<file path="src/hw/rtl/cfcs_pkg.sv">
// Shared types and constants of the cultural feature copy step block.
// Used by the controller, the datapath and the top level; depends on nothing.
`default_nettype none

package cfcs_pkg;

  // Fixed field widths of the ports.
  localparam int NF_W       = 5;
  localparam int AGENT_W    = 8;
  localparam int SLOT_W_IO  = 4;
  localparam int TRAIT_W_IO = 8;
  localparam int DRAW_W     = 4;

  // Feature count after reset.
  localparam logic [NF_W-1:0] NF_RESET = 5'd16;

  // Command codes of an input item.
  typedef logic [1:0] cmd_code_t;
  localparam cmd_code_t CMD_WRITE    = 2'd0;
  localparam cmd_code_t CMD_READ     = 2'd1;
  localparam cmd_code_t CMD_INTERACT = 2'd2;

  // Which fields a result carries.
  typedef logic [1:0] res_kind_t;
  localparam res_kind_t RES_STAT = 2'd0;
  localparam res_kind_t RES_READ = 2'd1;
  localparam res_kind_t RES_LINK = 2'd2;
  localparam res_kind_t RES_COPY = 2'd3;

  // Commands from the controller to the datapath.
  typedef struct packed {
    logic      ld_item;
    logic      clr_pass;
    logic      issue_pair;
    logic      ld_scan;
    logic      scan_step;
    logic      issue_tgt;
    logic      wr_item;
    logic      wr_copy;
    logic      emit;
    res_kind_t res_kind;
    logic      err;
  } ctrl_cmd_t;

  // Status from the datapath to the controller.
  typedef struct packed {
    cmd_code_t code;
    logic      rw_bad;
    logic      pair_bad;
    logic      nf_zero;
    logic      last_issue;
    logic      draw_bad;
    logic      take;
    logic      diff_here;
  } dp_sts_t;

endpackage

`default_nettype wire

</file>
<file path="src/hw/rtl/cfcs_ctrl.sv">
// Controller state machine of the cultural feature copy step block.
// Depends on cfcs_pkg; drives the datapath through command and status structs.
`default_nettype none

module cfcs_ctrl (
  input  wire logic                clk,
  input  wire logic                rst,
  input  wire logic                start,
  output logic                     busy,
  input  wire cfcs_pkg::dp_sts_t   sts,
  output cfcs_pkg::ctrl_cmd_t      cmd
);

  import cfcs_pkg::*;

  localparam logic [2:0] S_IDLE   = 3'd0;
  localparam logic [2:0] S_CHECK  = 3'd1;
  localparam logic [2:0] S_RWAIT  = 3'd2;
  localparam logic [2:0] S_HPASS  = 3'd3;
  localparam logic [2:0] S_HDRAIN = 3'd4;
  localparam logic [2:0] S_DECIDE = 3'd5;
  localparam logic [2:0] S_SCAN   = 3'd6;
  localparam logic [2:0] S_TWAIT  = 3'd7;

  logic [2:0] state;
  logic [2:0] state_next;

  assign busy = (state != S_IDLE);

  // State register.
  always_ff @(posedge clk) begin
    if (rst) begin
      state <= S_IDLE;
    end else begin
      state <= state_next;
    end
  end

  // Next state and datapath commands.
  always_comb begin
    state_next = state;
    cmd        = '0;
    unique case (state)
      S_IDLE: begin
        if (start) begin
          cmd.ld_item = 1'b1;
          state_next  = S_CHECK;
        end
      end
      S_CHECK: begin
        unique case (sts.code)
          CMD_WRITE: begin
            cmd.wr_item  = !sts.rw_bad;
            cmd.emit     = 1'b1;
            cmd.res_kind = RES_STAT;
            cmd.err      = sts.rw_bad;
            state_next   = S_IDLE;
          end
          CMD_READ: begin
            if (sts.rw_bad) begin
              cmd.emit     = 1'b1;
              cmd.res_kind = RES_STAT;
              cmd.err      = 1'b1;
              state_next   = S_IDLE;
            end else begin
              state_next = S_RWAIT;
            end
          end
          CMD_INTERACT: begin
            if (sts.pair_bad) begin
              cmd.emit     = 1'b1;
              cmd.res_kind = RES_STAT;
              cmd.err      = 1'b1;
              state_next   = S_IDLE;
            end else begin
              cmd.clr_pass = 1'b1;
              state_next   = sts.nf_zero ? S_DECIDE : S_HPASS;
            end
          end
          default: begin
            cmd.emit     = 1'b1;
            cmd.res_kind = RES_STAT;
            cmd.err      = 1'b1;
            state_next   = S_IDLE;
          end
        endcase
      end
      S_RWAIT: begin
        cmd.emit     = 1'b1;
        cmd.res_kind = RES_READ;
        state_next   = S_IDLE;
      end
      S_HPASS: begin
        // One feature pair read per cycle.
        cmd.issue_pair = 1'b1;
        if (sts.last_issue) begin
          state_next = S_HDRAIN;
        end
      end
      S_HDRAIN: begin
        state_next = S_DECIDE;
      end
      S_DECIDE: begin
        if (!sts.draw_bad && sts.take) begin
          cmd.ld_scan = 1'b1;
          state_next  = S_SCAN;
        end else begin
          cmd.emit     = 1'b1;
          cmd.res_kind = RES_LINK;
          state_next   = S_IDLE;
        end
      end
      S_SCAN: begin
        // Walk the difference mask cyclically until a differing slot turns up.
        if (sts.diff_here) begin
          cmd.issue_tgt = 1'b1;
          state_next    = S_TWAIT;
        end else begin
          cmd.scan_step = 1'b1;
        end
      end
      S_TWAIT: begin
        cmd.wr_copy  = 1'b1;
        cmd.emit     = 1'b1;
        cmd.res_kind = RES_COPY;
        state_next   = S_IDLE;
      end
      default: begin
        state_next = S_IDLE;
      end
    endcase
  end

  // A result is never emitted from idle.
  a_no_emit_idle: assert property (@(posedge clk) disable iff (rst)
    state == S_IDLE |-> !cmd.emit)
    else $error("result emitted while idle");

  // The copy write always follows the read of the target value.
  a_copy_after_read: assert property (@(posedge clk) disable iff (rst)
    cmd.wr_copy |-> $past(cmd.issue_tgt))
    else $error("copy write without target read");

  // The homophily pass stays in its two states after each pair read.
  a_pass_order: assert property (@(posedge clk) disable iff (rst)
    cmd.issue_pair |=> state == S_HPASS || state == S_HDRAIN)
    else $error("homophily pass left early");

endmodule

`default_nettype wire

</file>
<file path="config.mk">
export PLATFORM = sky130hd
export DESIGN_NAME = cfcs_ctrl
export DESIGN_NICKNAME = d
export VERILOG_FILES = /design/src/hw/rtl/cfcs_pkg.sv /design/src/hw/rtl/cfcs_ctrl.sv
export SDC_FILE = /design/constraint.sdc
export NUM_CORES = 1
export LEC_CHECK = 0
export ABC_CLOCK_PERIOD_IN_PS = 1200
export BUFFER_PORTS_ARGS = -buffer_cell sky130_fd_sc_hd__buf_2
export CORE_MARGIN = 5
export CORE_UTILIZATION = 35
export CTS_CLUSTER_DIAMETER = 30
export DETAILED_ROUTE_END_ITERATION = 6
export SYNTH_ARGS = -nofsm -noshare
export SYNTH_HDL_FRONTEND = slang
export SYNTH_SLANG_ARGS = --single-unit
</file>
<file path="constraint.sdc">
create_clock -name clk -period 1.2 [get_ports clk]
set_input_delay 0.06 -clock clk [delete_from_list [all_inputs] [get_ports clk]]
set_output_delay 0.06 -clock clk [all_outputs]
set_load 0.1 [all_outputs]
</file>
* Word level (Yosys, flattened, before mapping)
Index checks and enable logic that the tools add are counted.
Cells by class: reductions and logical operators 8, equal/unequal tests 12, multiplexer cells 29
Operators with widths (number):
- $mux W3 | 7
- $pmux W3 S7 | 1
- $mux W1 | 14
- $eq A3 B3 Y1 const B | 4
- $pmux W3 S4 | 1
- $pmux W4 S3 | 1
- $mux W4 | 2
- $eq A3 B2 Y1 const B | 2
- $ne A2 B2 Y1 const B | 3
- $pmux W3 S2 | 1
- $mux W2 | 2
- $eq A3 B1 Y1 const B | 1
- $logic_not A3 Y1 | 1
- $reduce_and A3 Y1 | 1
- $reduce_bool A3 Y1 | 1
- $eq A2 B1 Y1 const B | 1
- $eq A2 B2 Y1 const B | 1
- $logic_not A1 Y1 | 2
- $logic_not A2 Y1 | 1
- $reduce_or A2 Y1 | 1
- $logic_and A1 B1 Y1 | 1
Word-level totals: input port bits 12, register bits after elaboration 3

* Longest topological paths before layout
Gate-level depths: netlist (run 1).
depth after elaboration 4, depth in mapped cells 5, mapped depth without buffers 5

* Worst setup path before layout (run 1)
Ideal clock, no wire load.
kind reg2out, from reg state[0], to out cmd[3] (netlist bit), data required time 1.140 ns, slack -1.762 ns, stages on the path, launching flop included 5, arrival 2.902 ns, path through dfxtp_1 > buf_2 > nand2_1 > nor2_1 > a311o_1
RTL lines:
- start: declaration | RTL line cfcs_ctrl.sv:25 | logic [2:0] state;
- start signal: assignment | RTL line cfcs_ctrl.sv:35 | state <= state_next;
- end: declaration | RTL line cfcs_ctrl.sv:11 | output cfcs_pkg::ctrl_cmd_t cmd

==> results.py, run 1 <==
metrics = {
    "power_and_ir_drop": {
        "powerDensity_mw_per_mm2": 602,
        "pwr-share-seq": 0.161,
        "p_leak_nw": 0.494,
        "internal_power_mw": 0.387,
        "p_sw_mw": 0.275,
        "sw_frac_of_total": 0.415,
        "combPwrFrac": 0.547,
        "peakVddDrop_mv": 0.402,
        "pwr-share-clk": 0.291,
    },
    "global_routing": {
        "grt_max_degree": 15,
        "antenna_found_initial": 0,
        "grt_pass1_wl_mm": 2.62,
        "grt_pass1_vias": 609,
        "grt_usage": 0.174,
        "overflow": 0,
    },
    "setup_path": {
        "path_class": "flop to output pin",
        "cpPeakStageDelay_ps": 420,
        "reg2reg_setup_slack_ps": -140,
        "crit_path_top_delay_cell": "or3b_4",
        "cp_cell_sequence": "or3b_4 > a21oi_2 > a311o_2 > buf_12",
        "r2r-start": "state[1]$_SDFFE_PP0P_",
        "r2r_end": "state[2]$_SDFFE_PP0P_",
        "r2r_cells": 4,
        "cp-start-kind": "flop",
        "critPathCaptureType": "output pin",
        "worst-path-max-fanout": 3,
        "arrival_ps": 1470,
        "crit_required_ps": 1140,
    },
    "sta": {
        "worst_slew_pin_slew_ps": 256,
        "drv_slew": 0,
        "fin_ws_ps": -332,
        "fin_skew_ps": 6.08,
        "rsz0062_at_grt": "true",
        "hold_violations": 0,
        "fmax_ghz": 0.653,
        "timing.final.crit_share": 1.28,
        "post-route-min-period_ps": 1530,
        "setup_viol": 16,
        "relSlewSlack": 0.829,
    },
    "status": {
        "violations": "setup timing",
        "status": "finished with violations",
    },
    "min_path": {
        "holdPathEnd": "state[0]$_SDFFE_PP0P_",
        "holdPathStages": 2,
        "hold_path.class": "input pin to flop",
        "min_from": "rst",
    },
    "detailed_routing": {
        "drc": 0,
        "dr.pass1.iters": 4,
        "initialDrtViolationCount": 10,
        "vias": 644,
        "antenna_left": 0,
        "avgViaCountPerCell": 5.46,
        "totalWireLength_mm": 1.90,
        "wire_per_inst_um": 16.1,
    },
    "yosys": {
        "synthesis.nets": 77,
        "yosysSeqAreaShare": 0.126,
        "syn_inst": 61,
        "synth.distinct_cells": 33,
        "netlist_area_um2": 477,
        "synth_top_area_cell": "dfxtp_1",
        "yosys_warnings": 0,
        "postSynthAreaPerCell_um2": 7.81,
        "synth.top_cell.area_share": 0.126,
        "ys_top_cells_by_area": "dfxtp_1 13%, ha_1 10%, nor3b_2 7.9%",
        "synth-seq-cells": 3,
    },
    "finish": {
        "final_common_cell": "buf_12",
        "top_regs": "state: 3 flops",
        "finalInstanceArea_mm2": 0.00110,
        "n_antenna_cell": 0,
        "largest_reg_flops": 3,
        "final_cell_mix": "14 x buf_12, 11 x buf_2, 8 x buf_4, 7 x buf_6",
        "syn2layout_area_growth_pct": 131,
        "drive_gt1_frac": 0.689,
        "regMostFlops": "state",
        "final_nets": 120,
        "nFillCells": 76,
        "final_cells": 118,
    },
    "die": {
        "initial_core_util": 0.366,
        "chipHeight_um": 46.9,
        "row_count": 13,
        "die_x_um": 46.9,
        "die-area_mm2": 0.00220,
        "core_mm2": 0.00130,
        "pin_count": 25,
    },
    "clock_network": {
        "cts-root-buf": "clkbuf_4",
        "cts_tree": "yes",
        "numClockSinks": 3,
        "clk_latency_ps": 250,
        "numCtsBuffers": 3,
        "cts_max_path_buffers": 2,
        "clk_pin_slew_ps": 40,
        "htreeDepth": 1,
    },
    "run": {
        "drv_cap": 0,
    },
    "placement": {
        "hpwl_mm": 1.24,
        "placed_cell_area_um2": 936,
        "port_buffers": 24,
        "dp.cells": 109,
        "globalplace.congestion": 0.761,
    },
}
-- Yosys cell counts, drive strengths merged --
cell,number
a211oi,1
a21o,2
a21oi,6
a311o,1
a311oi,1
and2,1
and3,3
and4,1
buf,3
dfxtp,3
ha,4
inv,6
mux2i,1
nand2,3
nand3,1
nand3b,2
nand4,1
nor2,2
nor2b,3
nor3b,7
o2111ai,1
o211ai,1
o21ai,2
o311ai,1
or2,1
or3,2
or3b,1
-- power by group through the flow --
stage	logic [mW]	clock network [mW]	registers, mW
finish	0.362	0.193	0.107
global route	0.382	0.199	0.107
CTS	0.329	0.198	0.108
detailed placement	0.308	0	0.110
global placement	0.303	0	0.110
floorplan	0.197	0	0.110
-- worst max-delay path: cells and delay by family (launching register included) --
family	cells	cell delay [ps]
compound gates	2	270
buf+inv	1	170
simple gates	1	420
flops	1	360
-- cell families (layout without fill, tap and decap cells) --
group | Yosys count | count (layout) | share of synthesized area
simple gates | 28 | 28 | 0.420
compound gates | 16 | 16 | 0.244
buf+inv | 9 | 51 | 0.0840
fa+ha+maj | 4 | 4 | 0.105
flops | 3 | 3 | 0.126
mux | 1 | 1 | 0.0210
-- layout make-up --
| type | instances | area, µm² | share of cell area |
|---|---|---|---|
| Sequential cell | 3 | 66.3 | 0.0603 |
| Clock buffer | 4 | 26.3 | 0.0239 |
| Timing Repair Buffer | 41 | 489 | 0.445 |
| Multi-Input combinational cell | 49 | 477 | 0.433 |
| Tap cell | 15 | 18.8 | 0.0171 |
| Inverter | 6 | 22.5 | 0.0205 |
-- worst max path at each step --
stage	start	end	slack, ps
5_1_grt	state[0]$_SDFFE_PP0P_	cmd[3]	-380
3_3_place_gp	state[1]$_SDFFE_PP0P_	cmd[3]	-80
2_1_floorplan	state[2]$_SDFFE_PP0P_	cmd[0]	-460
3_5_place_dp	state[1]$_SDFFE_PP0P_	cmd[3]	-130
4_1_cts	state[0]$_SDFFE_PP0P_	cmd[3]	-320
6_report	state[1]$_SDFFE_PP0P_	cmd[3]	-330
-- metrics by stage --
step | hold WS (ps) | power [mW] | util | worst slack, ps | setup TNS (ps)
after floorplan | 120 | 0.307 | - | -461 | -2510
after global placement | 275 | 0.413 | 0.719 | -77.0 | -147
after detailed placement | 278 | 0.418 | 0.719 | -130 | -298
after CTS | 22.0 | 0.635 | 0.772 | -318 | -2980
after global routing | 51.5 | 0.689 | 0.845 | -381 | -3320
final | 44.7 | 0.662 | 0.845 | -332 | -2640
-- per-layer routing --
layer | global-route usage | wire length, µm | vias up
met4 | 0.149 | 76 | 0
met2 | 0.279 | 996 | 25
met1 | 0.197 | 722 | 301
li1 | - | - | 311
met5 | 0 | 0 | -
met3 | 0.0307 | 102 | 7
-- what timing repair did --
item | 4_1_cts | 5_1_grt
endpoints found under the hold margin | 0 | 0
pin swaps | 3 | 7
endpoints found under the setup margin | 15 | 16
gates resized for setup | 8 | 19
setup buffers | 1 | 4
hold buffers | 0 | 0
Power figures use the tool's default switching activity.
==> inputs of run 2 (changes only) <==
--- a/config.mk
+++ b/config.mk
@@ -5,12 +5,14 @@
 export SDC_FILE = /design/constraint.sdc
 export NUM_CORES = 1
 export LEC_CHECK = 0
+export ABC_AREA = 1
 export ABC_CLOCK_PERIOD_IN_PS = 1200
 export BUFFER_PORTS_ARGS = -buffer_cell sky130_fd_sc_hd__buf_2
-export CORE_MARGIN = 5
-export CORE_UTILIZATION = 35
+export CORE_AREA = 5 5 42 44
 export CTS_CLUSTER_DIAMETER = 30
 export DETAILED_ROUTE_END_ITERATION = 6
+export DIE_AREA = 0 0 47 49
+export SLEW_MARGIN = 20
 export SYNTH_ARGS = -nofsm -noshare
 export SYNTH_HDL_FRONTEND = slang
 export SYNTH_SLANG_ARGS = --single-unit
==> run 2 against run 1 <==
Net effect: the run still ends with setup timing left; routed wire length shrank 11%; count of clock-buffer cells in the layout is the same; first-iteration DRC count shrank 10%; critical path type unchanged; critical endpoint unchanged; largest power group unchanged.
==> results.py, run 2 <==
metrics = {
    "yosys": {
        "synth_top_area_cell": "nand2_1",
        "async_flop_share": 0,
        "ys.flop_type": "dfxtp_1",
        "synth-seq-cells": 3,
        "yosysSeqAreaShare": 0.145,
        "synth_common_cells": "24 x nand2_1, 17 x inv_1, 12 x nor2_1, 8 x nand3_1",
        "post-synth-top-count-cell": "nand2_1",
        "synth_edf_count": 0,
        "ys_top_cells_by_area": "nand2_1 22%, inv_1 15%, dfxtp_1 15%",
        "netlist_area_um2": 414,
        "synthesis.nets": 95,
        "synth.top_cell.area_share": 0.218,
        "yosys_warnings": 0,
        "postSynthAreaPerCell_um2": 5.24,
        "synth.distinct_cells": 14,
        "syn_inst": 79,
    },
    "finish": {
        "final_cell_mix": "17 x nand2_1, 14 x buf_12, 11 x inv_1, 11 x buf_2, 10 x buf_4",
        "top_regs": "state: 3 flops",
        "fin_util": 0.793,
        "finalInstanceArea_mm2": 0.00111,
        "regMostFlops": "state",
        "final_nets": 139,
        "syn2layout_area_growth_pct": 168,
        "final_common_cell": "nand2_1",
        "largest_reg_flops": 3,
        "nFillCells": 102,
        "final_cells": 138,
        "drive_gt1_frac": 0.631,
        "n_antenna_cell": 0,
    },
    "clock_network": {
        "cts_tree": "yes",
        "htreeDepth": 1,
        "clk_pin_slew_ps": 40,
        "clk_latency_ps": 250,
        "numClockSinks": 3,
        "numCtsBuffers": 3,
        "cts-root-buf": "clkbuf_4",
        "cts_max_path_buffers": 2,
    },
    "detailed_routing": {
        "avgViaCountPerCell": 4.76,
        "wire_per_inst_um": 12.2,
        "drc": 0,
        "vias": 657,
        "totalWireLength_mm": 1.68,
        "initialDrtViolationCount": 9,
        "dr.pass1.iters": 4,
        "antenna_left": 0,
    },
    "sta": {
        "hold_violations": 0,
        "timing.final.crit_share": 1.10,
        "post-route-min-period_ps": 1320,
        "whs_ps": 117,
        "fin_skew_ps": 7.97,
        "relSlewSlack": 0.784,
        "fmax_ghz": 0.757,
        "setup_tns_ps": -738,
        "rsz0062_at_grt": "true",
        "worst_slew_pin_slew_ps": 322,
        "fin_ws_ps": -121,
        "drv_slew": 0,
        "setup_viol": 11,
    },
    "placement": {
        "globalplace.congestion": 0.790,
        "placed_cell_area_um2": 913,
        "dp.cells": 125,
        "dp_slack_ps": 8.13,
        "hpwl_mm": 1.08,
        "port_buffers": 24,
    },
    "die": {
        "row_count": 14,
        "initial_core_util": 0.296,
        "die-area_mm2": 0.00230,
        "pin_count": 25,
        "chipHeight_um": 49,
        "die_x_um": 47,
        "core_mm2": 0.00140,
    },
    "status": {
        "status": "finished with violations",
        "violations": "setup timing",
    },
    "setup_path": {
        "crit_top_cell": "nand3_4",
        "cpPeakStageDelay_ps": 380,
        "cp_cell_sequence": "inv_6 > nand3_4 > inv_2 > o31ai_2 > nand3_4 > buf_12",
        "path_buf_inv": 3,
        "worst-path-max-fanout": 5,
        "crit_path_top_delay_cell": "dfxtp_4",
        "arrival_ps": 1260,
        "path_class": "flop to output pin",
        "crit_family": "flip-flops",
        "crit_required_ps": 1140,
        "critPathCaptureType": "output pin",
        "cp-start-kind": "flop",
    },
    "power_and_ir_drop": {
        "peakVddDrop_mv": 0.432,
        "p_leak_nw": 0.547,
        "power_mw": 0.647,
        "powerDensity_mw_per_mm2": 582,
    },
    "global_routing": {
        "antenna_found_initial": 0,
        "overflow": 0,
        "grt_pass1_wl_mm": 2.36,
        "grt_pass1_vias": 570,
        "grt_usage": 0.142,
        "grt_max_degree": 6,
    },
    "min_path": {
        "hold_path.class": "input pin to flop",
    },
    "run": {
        "drv_cap": 0,
    },
}
run 2: repair_timing:
item	4_1_cts	5_1_grt
hold buffers	1	0
pin swaps	4	12
gates cloned	0	0
endpoints found under the hold margin	3	0
resized for setup	7	18
buffers inserted	6	3
setup endpoints to repair	9	16
run 2: worst paths after layout:
check	startpoint	to	slack, ps	depth (start not counted)
max reg2reg	state[2]$_SDFFE_PP0P_	state[2]$_SDFFE_PP0P_	-80	7
min reg2reg	state[2]$_SDFFE_PP0P_	state[0]$_SDFFE_PP0P_	710	4
min	sts[3]	state[0]$_SDFFE_PP0P_	120	4
max	state[1]$_SDFFE_PP0P_	cmd[3]	-120	6
run 2: cells by family (layout without fill, tap and decap cells):
family,after synthesis,count (layout),share of synthesized area
AOI/OAI and AO/OA,7,7,0.0937
adders and majority gates,4,4,0.121
buffers and inverters,18,61,0.163
DFF,3,3,0.145
and+or+nand+nor,47,47,0.477
run 2: power breakdown:
group	switching (mW)	internal [mW]
clock	0.0622	0.125
sequential	0.00879	0.100
combinational	0.211	0.140
run 2: cell type report:
cell class | instances | area, µm² | share of cell area
repair buffers | 39 | 454 | 0.409
flip-flops and latches | 3 | 71.3 | 0.0642
well taps | 16 | 20.0 | 0.0180
inverters | 18 | 81.3 | 0.0732
clock buffers | 4 | 26.3 | 0.0236
multi-input cells | 58 | 458 | 0.412
run 2: per-layer routing:
metal,global-route usage,vias up,part of all wire
met2,0.233,24,0.54
met1,0.155,297,0.36
li1,-,329,-
met5,0,-,0
met4,0.0829,0,0.029
met3,0.0369,7,0.069
run 2: worst min-delay path: stages:
cell,delay (ps)
buf_2,70
inv_1,40
nand2_2,100
a21oi_2,50
==> inputs of run 3 (changes only) <==
--- a/config.mk
+++ b/config.mk
@@ -8,10 +8,10 @@
 export ABC_AREA = 1
 export ABC_CLOCK_PERIOD_IN_PS = 1200
 export BUFFER_PORTS_ARGS = -buffer_cell sky130_fd_sc_hd__buf_2
-export CORE_AREA = 5 5 42 44
+export CORE_AREA = 2 2 39 41
 export CTS_CLUSTER_DIAMETER = 30
 export DETAILED_ROUTE_END_ITERATION = 6
-export DIE_AREA = 0 0 47 49
+export DIE_AREA = 0 0 41 43
 export SLEW_MARGIN = 20
 export SYNTH_ARGS = -nofsm -noshare
 export SYNTH_HDL_FRONTEND = slang
==> constraint.sdc (replaced) <==
create_clock -name clk -period 1.2 [get_ports clk]
set_input_delay 0.06 -clock clk [delete_from_list [all_inputs] [get_ports clk]]
set_output_delay 0.06 -clock clk [all_outputs]
set_load 0.01 [all_outputs]
==> run 3 against run 2 <==
Net effect: the run now ends clean; routed wire length shrank 30%; fmax rose by 12%; cell count is 8.0% lower; worst hold slack worse by 110 ps; register-to-register slack improved by 130 ps.
==> results.py, run 3 (synthesis results as in run 2) <==
metrics = {
    "finish": {
        "drive_gt1_frac": 0.414,
        "final_common_cell": "buf_2",
        "syn2layout_area_growth_pct": 61.9,
        "final_nets": 128,
        "regMostFlops": "state",
        "largest_reg_flops": 3,
        "finalInstanceArea_um2": 671,
        "nFillCells": 165,
        "top_regs": "state: 3 flops",
        "final_cells": 127,
        "n_antenna_cell": 0,
        "final_cell_mix": "23 x buf_2, 21 x nand2_1, 13 x inv_1, 12 x nor2_1, 7 x nand3_1",
    },
    "setup_path": {
        "reg2reg_setup_slack_ps": 50,
        "cp-start-kind": "flop",
        "crit_required_ps": 1140,
        "arrival_ps": 1120,
        "worst-path-max-fanout": 5,
        "path_class": "flop to output pin",
        "critPathCaptureType": "output pin",
    },
    "placement": {
        "placed_cell_area_um2": 577,
        "dp.cells": 122,
        "hpwl_um": 887,
        "dp_slack_ps": 55.1,
        "globalplace.congestion": 0.712,
        "port_buffers": 24,
    },
    "clock_network": {
        "htreeDepth": 1,
        "clk_pin_slew_ps": 40,
        "numCtsBuffers": 3,
        "cts_tree": "yes",
        "clk_latency_ps": 240,
        "numClockSinks": 3,
        "cts_max_path_buffers": 2,
        "cts_hold_buf": 0,
        "cts-root-buf": "clkbuf_4",
    },
    "power_and_ir_drop": {
        "peakVddDrop_mv": 0.314,
        "p_leak_nw": 0.427,
        "powerDensity_mw_per_mm2": 613,
    },
    "global_routing": {
        "grt_usage": 0.141,
        "antenna_found_initial": 0,
        "grt_max_degree": 7,
        "grt_pass1_wl_mm": 1.71,
        "overflow": 0,
        "grt_pass1_vias": 481,
    },
    "detailed_routing": {
        "initialDrtViolationCount": 7,
        "dr.pass1.iters": 3,
        "antenna_left": 0,
        "vias": 556,
        "avgViaCountPerCell": 4.38,
        "totalWireLength_mm": 1.17,
        "drc": 0,
        "wire_per_inst_um": 9.24,
    },
    "sta": {
        "fmax_ghz": 0.847,
        "rsz0062_at_grt": "true",
        "fin_ws_ps": 19.3,
        "timing.final.crit_share": 0.984,
        "drv_slew": 0,
        "worst_slew_pin_slew_ps": 228,
        "post-route-min-period_ps": 1180,
        "setup_viol": 0,
        "hold_violations": 0,
        "relSlewSlack": 0.847,
        "fin_skew_ps": 4.45,
    },
    "status": {
        "status": "complete, no violations",
    },
    "die": {
        "initial_core_util": 0.299,
        "core_mm2": 0.00138,
        "die_x_um": 41,
        "die-area_mm2": 0.00176,
        "row_count": 14,
        "pin_count": 25,
        "chipHeight_um": 43,
    },
    "run": {
        "drv_cap": 0,
    },
    "min_path": {
        "hold_path.class": "input pin to flop",
    },
}
-- run 3: cell count changes in the layout (fill, tap and decap cells not counted), sizes merged --
cell,before,now
buf,38,28
clkinvlp,1,0
inv,17,18
dlygate4sd3,1,0
-- run 3: per-stage QoR --
stage | hold slack [ps] | setup TNS [ps] | utilization | power (mW)
after floorplan | 129 | 0 | - | 0.177
after global placement | 255 | 0 | 0.417 | 0.223
after detailed placement | 259 | 0 | 0.417 | 0.223
after CTS | 10.1 | 0 | 0.453 | 0.412
after global routing | 4.14 | -156 | 0.485 | 0.448
final | 10.4 | 0 | 0.485 | 0.411
-- run 3: metal layers --
metal  GRT usage  routed length (µm)  part of all wire
met5           0                   0                 0
met4      0.0800                  31             0.026
met3      0.0314                  41             0.035
met2       0.206                 568              0.48
met1       0.182                 532              0.45
-- run 3: final timing paths --
path	start	endpoint	depth (start not counted)
setup / recovery	state[0]$_SDFFE_PP0P_	cmd[7]	5
hold / removal	rst	state[2]$_SDFFE_PP0P_	2
setup reg to reg	state[2]$_SDFFE_PP0P_	state[0]$_SDFFE_PP0P_	7
hold reg to reg	state[2]$_SDFFE_PP0P_	state[0]$_SDFFE_PP0P_	3
-- run 3: worst max-delay path: stages, from the launching register on --
cell and delay (ps):
dfxtp_4 360, inv_2 90, nand4_1 130, buf_4 170
inv_2 40, buf_6 90
-- run 3: area by class of cell --
| cell class | count | area, µm² | share of cell area |
|---|---|---|---|
| Multi-Input combinational cell | 58 | 320 | 0.478 |
| Timing Repair Buffer | 28 | 160 | 0.239 |
| Inverter | 18 | 72.6 | 0.108 |
| Sequential cell | 3 | 71.3 | 0.106 |
| Clock buffer | 4 | 26.3 | 0.0392 |
| Tap cell | 16 | 20.0 | 0.0299 |
-- run 3: power breakdown --
| group | leakage, nW | internal (mW) | switching, mW |
|---|---|---|---|
| Clock | 0.0150 | 0.125 | 0.0573 |
| Combinational | 0.385 | 0.0521 | 0.0698 |
| Sequential | 0.0266 | 0.100 | 0.00726 |
-- run 3: what timing repair did --
action                     CTS  global route
setup endpoints to repair    5             9
resized for setup            8            14
pin swaps                    1             6
cloned                       0             0
buffers inserted             1             0
